### src/design/bpagc_pkg.sv
// Types and constants of the block peak AGC.
`default_nettype none
package bpagc_pkg;

    localparam int DATA_W         = 32;
    localparam int BLOCK_LEN_LOG2 = 7;
    localparam int BLOCK_LEN      = 1 << BLOCK_LEN_LOG2;
    localparam int ADDR_W         = BLOCK_LEN_LOG2;
    localparam int TIME_W         = 16;
    localparam int STRENGTH_W     = 31;
    localparam int TDATA_W        = 64;
    localparam int CFG_IDX_W      = 2;
    localparam int MUL_W          = DATA_W + 1;
    localparam int PROD_W         = 2 * MUL_W;
    localparam int STEP_MUL       = 30;
    localparam int STEP_PROD_W    = TIME_W + 5;
    localparam int STEP_SHIFT     = 6 + BLOCK_LEN_LOG2;
    localparam int DIV_CNT_W      = $clog2(DATA_W);

    localparam logic [CFG_IDX_W-1:0] CFG_ATTACK = CFG_IDX_W'(0);

    typedef struct packed {
        logic              done;
        logic [DATA_W-1:0] quotient;
    } div_result_t;

endpackage
`default_nettype wire

### src/design/bpagc_mul.sv
// Shared signed multiplier with a registered product.
`default_nettype none
module bpagc_mul
    import bpagc_pkg::*;
(
    input  wire logic                     aclk,
    input  wire logic                     en,
    input  wire logic signed [MUL_W-1:0]  a,
    input  wire logic signed [MUL_W-1:0]  b,
    output logic      signed [PROD_W-1:0] prod
);

    logic signed [PROD_W-1:0] prod_reg;

    always_ff @(posedge aclk) begin
        if (en) begin
            prod_reg <= a * b;
        end
    end

    assign prod = prod_reg;

endmodule
`default_nettype wire

### config.mk
export PLATFORM = sky130hd
export DESIGN_NAME = bpagc_mul
export DESIGN_NICKNAME = d
export VERILOG_FILES = /design/src/design/bpagc_pkg.sv /design/src/design/bpagc_mul.sv
export SDC_FILE = /design/constraint.sdc
export NUM_CORES = 2
export LEC_CHECK = 0
export ABC_AREA = 0
export BUFFER_PORTS_ARGS = -buffer_cell sky130_fd_sc_hd__buf_2
export CELL_PAD_IN_SITES_DETAIL_PLACEMENT = 0
export CELL_PAD_IN_SITES_GLOBAL_PLACEMENT = 2
export CORE_MARGIN = 3
export CORE_UTILIZATION = 43
export CTS_CLUSTER_SIZE = 14
export DETAILED_ROUTE_END_ITERATION = 6
export PLACE_DENSITY_LB_ADDON = 0.15
export RECOVER_POWER = 50
export SLEW_MARGIN = 20
export SYNTH_ARGS = -nofsm -noshare
export SYNTH_HDL_FRONTEND = slang
export SYNTH_SLANG_ARGS = --single-unit
### constraint.sdc
create_clock -name aclk -period 9.82 [get_ports aclk]
set_input_delay 0.491 -clock aclk [delete_from_list [all_inputs] [get_ports aclk]]
set_output_delay 0.491 -clock aclk [all_outputs]
set_load 0.01 [all_outputs]
# Word-level counts from Yosys, hierarchy flattened
# Cells that the tools add are included.
# Widths: inputs -> output; s select.
dict set report classes {
  n_addsub 0
  n_mul 1
  div_mod_pow 0
  n_lt_le_gt_ge 0
  n_eq_ne 0
  n_shift 0
  mux 0
  bitwise_logic 0
  n_reduce_logical 0
}
# operator n
set ops {}
lappend ops {{$mul 33x33->66} 1}
dict set report word_totals {
  regBits 66
  latchBits 0
  mem_bits_rw 0
  romBits 0
  input_bits 68
  output_inout_bits 66
  word_cells 2
  n_memories 0
}

# Longest topological paths before layout
dict set report logic_depth {
  word_depth 1
  depth_mapped 27
  ltp_nobuf 26
}

# Worst setup path after synthesis
# No wires, ideal clock.
dict set report synth_path {
  kind {input to register}
  from {input port a[32]}
  to {register prod_reg[62] (netlist: prod[62]) (data pin)}
  setup_time_ps 269
  t_arrival_ps 7587
  required_ps 9551
  setup_slack_ps 1964
  path_stages 23
  n_path_buf 2
  cell_sequence {clkbuf_1 > nand2_1 > inv_1 > fa_1 > fa_1 > fa_1 > fa_1 > fa_1 > fa_1 > fa_1 > inv_1 > fa_1 > inv_1 > ha_1 > clkbuf_1 > and3_1 > nand3_1 > nand2b_1 > a2111oi_4 > a211oi_4 > a21o_2 > a211oi_2 > a211oi_2}
}
dict set report synth_via {
  elab_chain_cells 1
}
# item line
set synth_lines {}
lappend synth_lines {{from (decl)} bpagc_mul.sv:8} ;# input wire logic signed [MUL_W-1:0] a,
lappend synth_lines {{$mul 33x33->66} bpagc_mul.sv:17} ;# prod_reg <= a * b;
lappend synth_lines {{to (signal assigned)} bpagc_mul.sv:17}
lappend synth_lines {{to (decl)} bpagc_mul.sv:13} ;# logic signed [PROD_W-1:0] prod_reg;
# Every way passes these cells.
# A chain may end at the register's enable or synchronous reset.

# Worst setup path after layout
dict set report layout_path {
  from {input port a[0]}
  to {register prod_reg[58] (netlist: prod[58]) (data pin)}
}
# Same word-level chain as after synthesis.

==> flow_summary.ini <==
[status]
outcome = complete, but fails checks
violations = max-capacitance violations, max-slew violations

[worst_setup_path]
path_depth = 22
cp_common_cell = fa_1
cp.required_ns = 9.89
cpMaxStageDelayCell = clkbuf_1
critPathBufInv = 4
critPathLaunchType = input pin
max_stage_delay_ns = 1.42
cpLargestDelayFamily = adder cells
cp_max_fo = 33
crit_chain = clkbuf_1, nand2b_1, fa_1, fa_1, inv_1, fa_1, fa_1, fa_1, fa_1, fa_1, inv_1, fa_1, inv_1, ha_1, a21oi_1, o21ai_0, a22oi_1, nor2_1, a211oi_4, a21oi_2, nor4b_2, a311oi_1
critical_path_class = in2reg
cp_data_arrival_time_ns = 8.63
cp-end-kind = register

[clock_network]
cts_num_sinks = 66
cts_buffer_depth = 2
root_buffer = clkbuf_16
ctsResizeCount = 0
numCtsBuffers = 9
hold_buffers = 0
clk_pin_slew_ns = 0.06
cts_tree = done
post_cts_buffers = 0
cts_max_level = 3

[sta]
finalCriticalPeriod_ns = 8.56
clock.fmax_ghz = 0.117
relSlewSlack = -1.53
slew_violations = 101
tightest_slew_ns = 3.79
rsz0062_at_grt = false
finalHoldViolCount = 0
setup_viol = 0
period_share = 0.871
finalSetupTns_ns = 0

[placement]
io_buffers = 133
routabilityCongestion = 0.889
dpl.hpwl_mm = 101

[grt]
grt.total_usage = 0.251
grt_pass1_wl_mm = 190
grt_max_degree = 67
antenna_found_initial = 9
grt_overflow_total = 0
grt_pass1_vias = 31700

[synth]
synth_area_per_cell_um2 = 9.54
synth_cell_types = 80
yosysSeqAreaShare = 0.0479
synth_area_um2 = 41400
yosys_most_used_dff = edfxtp_1
synth_edf_count = 66
async_flop_share = 0
ys_ff_latch = 66
syn_nets = 5768
synth_top_area_share = 0.554
ys_warn_count = 0
synthTopCellsByArea = fa_1 55%, inv_1 10%, and2_1 8.5%
synthCells = 4338
yosys.area.top_type = fa_1

[worst_hold_path]
hold_class = in2reg
whs_path_depth = 2

[floorplanning]
io_pins = 134
initial_core_util = 0.434
core_area_um2 = 95300
die_area_um2 = 100000
row_count = 113
die_x_um = 316
die_h_um = 316

[route]
wl_mm = 121
dr_total_vias = 28300
ant_nets = 0
drtIter0Drc = 1406
vias_per_cell = 5.09
routedWlPerCell_um = 21.7
drtPass1Iterations = 7
drc = 0

[cells_and_area]
drive_gt1_frac = 0.0352
fin_nets = 5717
final_util = 0.453
area_delta_synth_final_pct = 4.31
largest_reg_flops = 66
filler_cell_count = 9515

[flow_run]
maxCapViolCount = 2
==> logic make-up after synthesis <==
family | share of synthesized area
flops | 0.0479
fa+ha+maj | 0.619
compound gates | 0.0400
buf+inv | 0.123
simple gates | 0.155
xor+xnor | 0.0144
==> stage by stage <==
stage	setup WS, ns	hold slack [ns]	area (µm²)	std cells
final	1.26	0.963	43200	5560
after floorplan	1.96	0.603	41400	4338
after global routing	0.907	0.985	43200	5557
after global placement	1.16	0.903	43000	5541
after CTS	1.42	0.916	43200	5555
after detailed placement	1.06	0.901	43000	5541
==> cell usage after synthesis, drive strengths merged, types with 5 or more instances <==
master  count
o211ai      5
and4        5
a21o       38
ha        217
a21oi      61
o21bai     11
nor2b       5
a31oi       9
edfxtp     66
o21a        6
clkbuf    208
nor2       68
nand2     551
and2      563
buf        13
a211o       6
nand3      26
fa       1145
o31ai       7
nand2b     12
nor3        7
nand4      12
o21ai      33
a211oi     11
xor2       25
inv      1131
and3        6
xnor2      43
==> placed cells by master, fill, tap and decap left out, types with 6 or more instances in the layout <==
cell,instances
o21ai_0,25
xor2_1,25
ha_1,217
xnor2_1,43
a31oi_1,8
buf_2,76
nor3_1,7
a21oi_1,57
nor2_1,68
buf_4,25
o21bai_1,11
nand2_1,551
nand3_1,25
fa_1,1144
nand4_1,11
o21a_1,6
nand2b_1,12
a211oi_1,7
edfxtp_1,66
and2_1,562
o21ai_1,6
clkbuf_1,59
inv_1,1131
clkbuf_16,9
a21o_1,36
a211o_1,6
==> path summary, 6_finish.rpt <==
path	from	end	slack (ns)
setup / recovery	a[0]	prod[58]	1.26
hold / removal	b[0]	prod[0]	0.96
==> metal layers <==
| layer | up-vias | wire length [µm] | track usage |
|---|---|---|---|
| met5 | - | 0 | 0 |
| met4 | 0 | 3760 | 0.0657 |
| met3 | 131 | 4400 | 0.0212 |
| met2 | 565 | 63400 | 0.457 |
| met1 | 15300 | 49200 | 0.323 |
| li1 | 12300 | - | - |
==> layout make-up <==
class | instances | area, µm² | share of cell area
inverters | 1131 | 4250 | 0.0983
well taps | 1265 | 1580 | 0.0367
clock inverters | 4 | 21.3 | 0.000493
diodes | 5 | 12.5 | 0.000290
flip-flops and latches | 66 | 1980 | 0.0459
multi-input cells | 2920 | 34300 | 0.795
clock buffers | 10 | 229 | 0.00530
repair buffers | 159 | 786 | 0.0182
Power is not shown: default switching activity piles up to over one toggle a cycle in this logic, so the estimate is an artifact.
