--- config.mk ---
export PLATFORM = sky130hd
export DESIGN_NAME = bpagc_div
export DESIGN_NICKNAME = d
export VERILOG_FILES = /design/src/design/bpagc_pkg.sv /design/src/design/bpagc_div.sv
export SDC_FILE = /design/constraint.sdc
export NUM_CORES = 1
export LEC_CHECK = 0
export ABC_AREA = 0
export BUFFER_PORTS_ARGS = -buffer_cell sky130_fd_sc_hd__buf_2
export CELL_PAD_IN_SITES_DETAIL_PLACEMENT = 0
export CELL_PAD_IN_SITES_GLOBAL_PLACEMENT = 1
export CORE_ASPECT_RATIO = 1.1
export CORE_MARGIN = 1
export CORE_UTILIZATION = 47
export DETAILED_ROUTE_END_ITERATION = 10
export GPL_TIMING_DRIVEN = 0
export PLACE_DENSITY = 0.83
export SLEW_MARGIN = 10
export SYNTH_ARGS = -nofsm -noshare
export SYNTH_HDL_FRONTEND = slang
export SYNTH_SLANG_ARGS = --single-unit
--- constraint.sdc ---
create_clock -name aclk -period 8.4 [get_ports aclk]
set_input_delay 2.52 -clock aclk [delete_from_list [all_inputs] [get_ports aclk]]
set_output_delay 2.52 -clock aclk [all_outputs]
set_load 0.05 [all_outputs]
--- src/design/bpagc_pkg.sv ---
// Types and constants of the block peak AGC.
`default_nettype none
package bpagc_pkg;

    localparam int DATA_W         = 32;
    localparam int BLOCK_LEN_LOG2 = 7;
    localparam int BLOCK_LEN      = 1 << BLOCK_LEN_LOG2;
    localparam int ADDR_W         = BLOCK_LEN_LOG2;
    localparam int TIME_W         = 16;
    localparam int STRENGTH_W     = 31;
    localparam int TDATA_W        = 64;
    localparam int CFG_IDX_W      = 2;
    localparam int MUL_W          = DATA_W + 1;
    localparam int PROD_W         = 2 * MUL_W;
    localparam int STEP_MUL       = 30;
    localparam int STEP_PROD_W    = TIME_W + 5;
    localparam int STEP_SHIFT     = 6 + BLOCK_LEN_LOG2;
    localparam int DIV_CNT_W      = $clog2(DATA_W);

    localparam logic [CFG_IDX_W-1:0] CFG_ATTACK = CFG_IDX_W'(0);

    typedef struct packed {
        logic              done;
        logic [DATA_W-1:0] quotient;
    } div_result_t;

endpackage
`default_nettype wire

--- src/design/bpagc_div.sv ---
// Restoring unsigned divider, one quotient bit per cycle.
`default_nettype none
module bpagc_div
    import bpagc_pkg::*;
(
    input  wire logic              aclk,
    input  wire logic              aresetn,
    input  wire logic              start,
    input  wire logic [DATA_W-1:0] dividend,
    input  wire logic [DATA_W-1:0] divisor,
    output div_result_t            result
);

    logic                 busy_reg;
    logic                 done_reg;
    logic [DIV_CNT_W-1:0] cnt_reg;
    logic [DATA_W-1:0]    rem_reg;
    logic [DATA_W-1:0]    quo_reg;
    logic [DATA_W-1:0]    dsr_reg;
    logic [DATA_W:0]      rem_sh;
    logic                 fits;

    assign rem_sh = {rem_reg, quo_reg[DATA_W-1]};
    assign fits   = rem_sh >= {1'b0, dsr_reg};

    always_ff @(posedge aclk) begin
        if (!aresetn) begin
            busy_reg <= 1'b0;
            done_reg <= 1'b0;
            cnt_reg  <= '0;
        end else begin
            done_reg <= 1'b0;
            if (start) begin
                busy_reg <= 1'b1;
                cnt_reg  <= DIV_CNT_W'(DATA_W - 1);
            end else if (busy_reg) begin
                cnt_reg <= cnt_reg - 1'b1;
                if (cnt_reg == '0) begin
                    busy_reg <= 1'b0;
                    done_reg <= 1'b1;
                end
            end
        end
    end

    // dividend shifts out of the top of quo_reg as quotient bits shift in
    always_ff @(posedge aclk) begin
        if (start) begin
            rem_reg <= '0;
            quo_reg <= dividend;
            dsr_reg <= divisor;
        end else if (busy_reg) begin
            if (fits) begin
                rem_reg <= DATA_W'(rem_sh - {1'b0, dsr_reg});
            end else begin
                rem_reg <= rem_sh[DATA_W-1:0];
            end
            quo_reg <= {quo_reg[DATA_W-2:0], fits};
        end
    end

    assign result.done     = done_reg;
    assign result.quotient = quo_reg;

endmodule
`default_nettype wire

Word-level counts from Yosys, hierarchy flattened. Cells that the tools add are included.

Output and inout port bits: 33. Logic and storage cells: 23. Input bits: 67. Register bits after elaboration: 103.

Mux-type cells: 9. Reduce and logical (&&, ||, !) cells: 3. Add/subtract/negate cells: 2. Bitwise operators: 2. Order comparisons: 1.

Operator list (number): 2-to-1 mux 32 bit (3); >= comparator 33 x 32 -> 1 bit (1); subtractor 32 bit (1); 2-to-1 mux 5 bit (2); zero test 5 bit (1); subtractor 5 x 1 -> 5 bit, second input constant (1); 2-to-1 mux 1 bit (4); OR reduction 3 bit (1); inverter 1 bit (2); nonzero test 2 bit (1).

Longest topological paths before layout.
Word-level depth: 4. Mapped depth: 13. Depth with buffers taken out: 11.

Worst setup path before layout. Ideal clock, no wire load.

Path kind: input-to-reg. From: input port start. To: register quo_reg[0], enable pin. Path buffers: 2. Setup slack: 4308 ps. Setup time: 387 ps. Stages: 4. Data required time: 8013 ps. Arrival time: 3706 ps. Cell sequence: clkbuf_1 > nor2_1 > clkbuf_1 > inv_1.

Word-level cells in the longest chain between the ends: 1.

Ends and longest elaborated chain: from (decl) (line bpagc_div.sv:8) `input wire logic start,`; nonzero test 2 bit (no source line); to (signal assigned) (line bpagc_div.sv:50) `quo_reg <= dividend;`; to (signal assigned) (line bpagc_div.sv:58) `quo_reg <= {quo_reg[DATA_W-2:0], fits};`; to (decl) (line bpagc_div.sv:18) `logic [DATA_W-1:0] quo_reg;`.

No other way between the ends. A chain may end at the register's enable or synchronous reset.

Final worst setup path.
From: input port start. To: register quo_reg[24], enable pin.

The elaborated chain is that of the path after synthesis.

==> results.md <==
* Fin. Hold Viols at 0
* Final #Nets at 826
* Vias post-DR at 5,016
* Kind of critical path: in2reg
* Main synth FF type: edfxtp_1
* Reg2Reg Setup Slack at 5.03 ns
* Unique cell type count in the Yosys netlist at 61
* Number of fill cells at 1,098
* Overflow after GRT at 0
* Synth Cell Area at 0.00597 sq mm
* Post-layout worst setup margin at 3.21 ns
* Initial Util at 49.0%
* Largest net degree at the start of global routing at 36
* Commonest non-fill, non-tap cell in the layout: buf_2
* Fraction of layout instances using a drive strength above 1 at 22.2%
* Post-Route WL at 15,300 um
* First-pass GRT wire length at 25,000 um
* Initial antenna violation count at 0
* DIE HEIGHT at 120 um
* IO buf count at 99
* Final setup violation count at 0
* DP HPWL at 11,200 um
* Hold Crit Endpoint: rem_reg[8]
* Status: complete, no violations
* Leak pwr at 2.93 nW
* Most frequent cells in the layout: 108 x buf_2, 64 x edfxtp_1, 62 x nand2_1
* Pwr Total at 1.28 mW
* DRC Markers at 0
* Post-synth net total at 716
* Clock tree buffer depth at 2
* Row count at 42
* Tcrit/Tclk final at 61.8%
* Pre-Repair DR Iteration Count at 4
* Worst slew pin tran at 1.20 ns
* CTS root buf: clkbuf_16
* Ant diodes at 0
* Max Slew Vio Count at 0
* CP endpoint kind: flop
* CTS sink cnt at 103
* Area added between synthesis and finish at 16.1%
* VDD IR-drop max at 0.000124 V
* Die X at 110 um
* HP Class: reg2reg
* RR Endpoint: rem_reg[30]
* Mapped Cells at 614
* Postcts setup bufs at 0
* WL per Instance at 17.3 um
* RSZ-0062 raised after global routing: no
* Cell count of the worst reg-to-reg path at 12
* Register area share after synthesis at 45.2%
* Layout Utilization at 56.9%
* Routability congestion estimate from global placement at 0.892
* Worst Hold Depth at 2
* Max_cap viols at 0
* Vias in the first global route at 5,010
* CTS Hold Bufs at 0
* Area leader, netlist: edfxtp_1
* GRT Total Usage at 24.9%
* ANT nets after route at 0
* Fmax at 193 MHz
* Final worst path period need at 5.19 ns
* Setup total negative slack at 0 ns
* Post-synth EDFFs at 64
* Worst Path Max Fanout at 35
* TritonCTS Buffers at 9
* YS warnings at 0
* CP Data Required Time at 8.37 ns
* FFs w/ async S/R, synth at 0%
* HP Start: rem_reg[8]
* Yosys reg bits at 103
* Core ar. at 0.0122 sq mm
* Startpoint Class: input pin
* Vias per cell at 5.68
* Avg Cell Area, Syn at 9.73 sq um
* Die Area at 0.0132 sq mm
* Slew headroom at 20.1%
* # IOs at 100
* Share of the synthesized area in the top cell type at 32.2%
* Worst-Skew Late Latency at 0.36 ns
* CTS tree: yes
* R2R Path Start: dsr_reg[10]
* Clock skew at 0.00708 ns
* Post-CTS Resized at 0
* H-Tree Depth at 3
* CTS clk-pin slew, worst paths at 0.07 ns
* Arrival time at the worst endpoint at 5.16 ns
* Setup WS pre-CTS at 2.75 ns
* Synth top area cells: edfxtp_1 32%, dfxtp_1 13%, ha_1 7.1%
* Initial drt markers at 281
* Power Density at 185 mW/mm^2
how the worst max path moves through the flow:
stage / from / slack (ns) / to
detailed placement: start / 2.75 / quo_reg[21]
CTS: start / 3.16 / quo_reg[26]
floorplan: start / 4.31 / quo_reg[0]
global placement: start / 2.93 / quo_reg[21]
global route: start / 3.04 / quo_reg[24]
finish: start / 3.21 / quo_reg[24]
critical path: stages:
cell and delay, ns:
buf_2 0.63, clkbuf_1 0.57, nor2_1 0.11, clkbuf_1 0.33
inv_1 0.96
cells by family after synthesis:
logic type,count (synthesis),synth area share [%]
xor gates and xnor gates,28,4.10
adders and majority gates,35,7.46
buffers and inverters,78,5.15
AOI/OAI and AO/OA,144,16.4
and+or+nand+nor,191,15.1
DFF,103,45.2
muxes,35,6.53
synth_stat cells (4+ instances only):
cell type  count
nand2b_1       7
o31ai_1       10
nor2b_1       10
a32oi_1        7
a211oi_1       4
inv_1         43
xor2_1        16
clkbuf_1      23
dfxtp_1       39
a21o_1        11
o21ai_0       16
nor3_1        11
mux2_2        32
a31oi_1        6
nor2_1        47
o211ai_1       6
a311oi_1       9
a21oi_1       42
xnor2_1       12
buf_2          9
nand2_1       62
ha_1          34
nand4_1        9
o311ai_0       5
nand3_1       27
edfxtp_1      64
metal layers:
metal  track usage, %  up-vias  part of all wire (%)  wire length (um)
met5                0        -                     0                 0
met4             11.8        0                   3.0               465
met3             3.77       29                   5.5               835
met2             40.4      175                    47              7130
met1             32.4     2343                    45              6870
li1                 -     2469                     -                 -
power breakdown:
group          internal (mW)  switching, mW  total, mW  leakage [nW]
registers              0.581         0.0196      0.601         0.954
logic                 0.0966          0.193      0.290          1.85
clock network          0.210          0.184      0.393         0.130
total                  0.887          0.396       1.28          2.93
metrics by stage:
step	std cells	hold WS [ns]	cell area, sq um
final	883	0.497	6930
after global placement	867	0.469	6660
after global routing	883	0.530	6930
after CTS	883	0.501	6930
after detailed placement	867	0.485	6660
after floorplan	614	0.457	5970
cell type report:
class                      instances  area, sq um  share of cell area [%]
buffer                            35          146                    2.11
timing repair buffer              99          495                    7.15
tap                              154          193                    2.78
clock inverter                     3         21.3                   0.307
sequential                       103         2700                    39.0
clock buffer                      13          250                    3.61
multi-input combinational        433         2960                    42.7
inverter                          43          161                    2.33
Note: power is estimated with default switching activity, not from simulation.
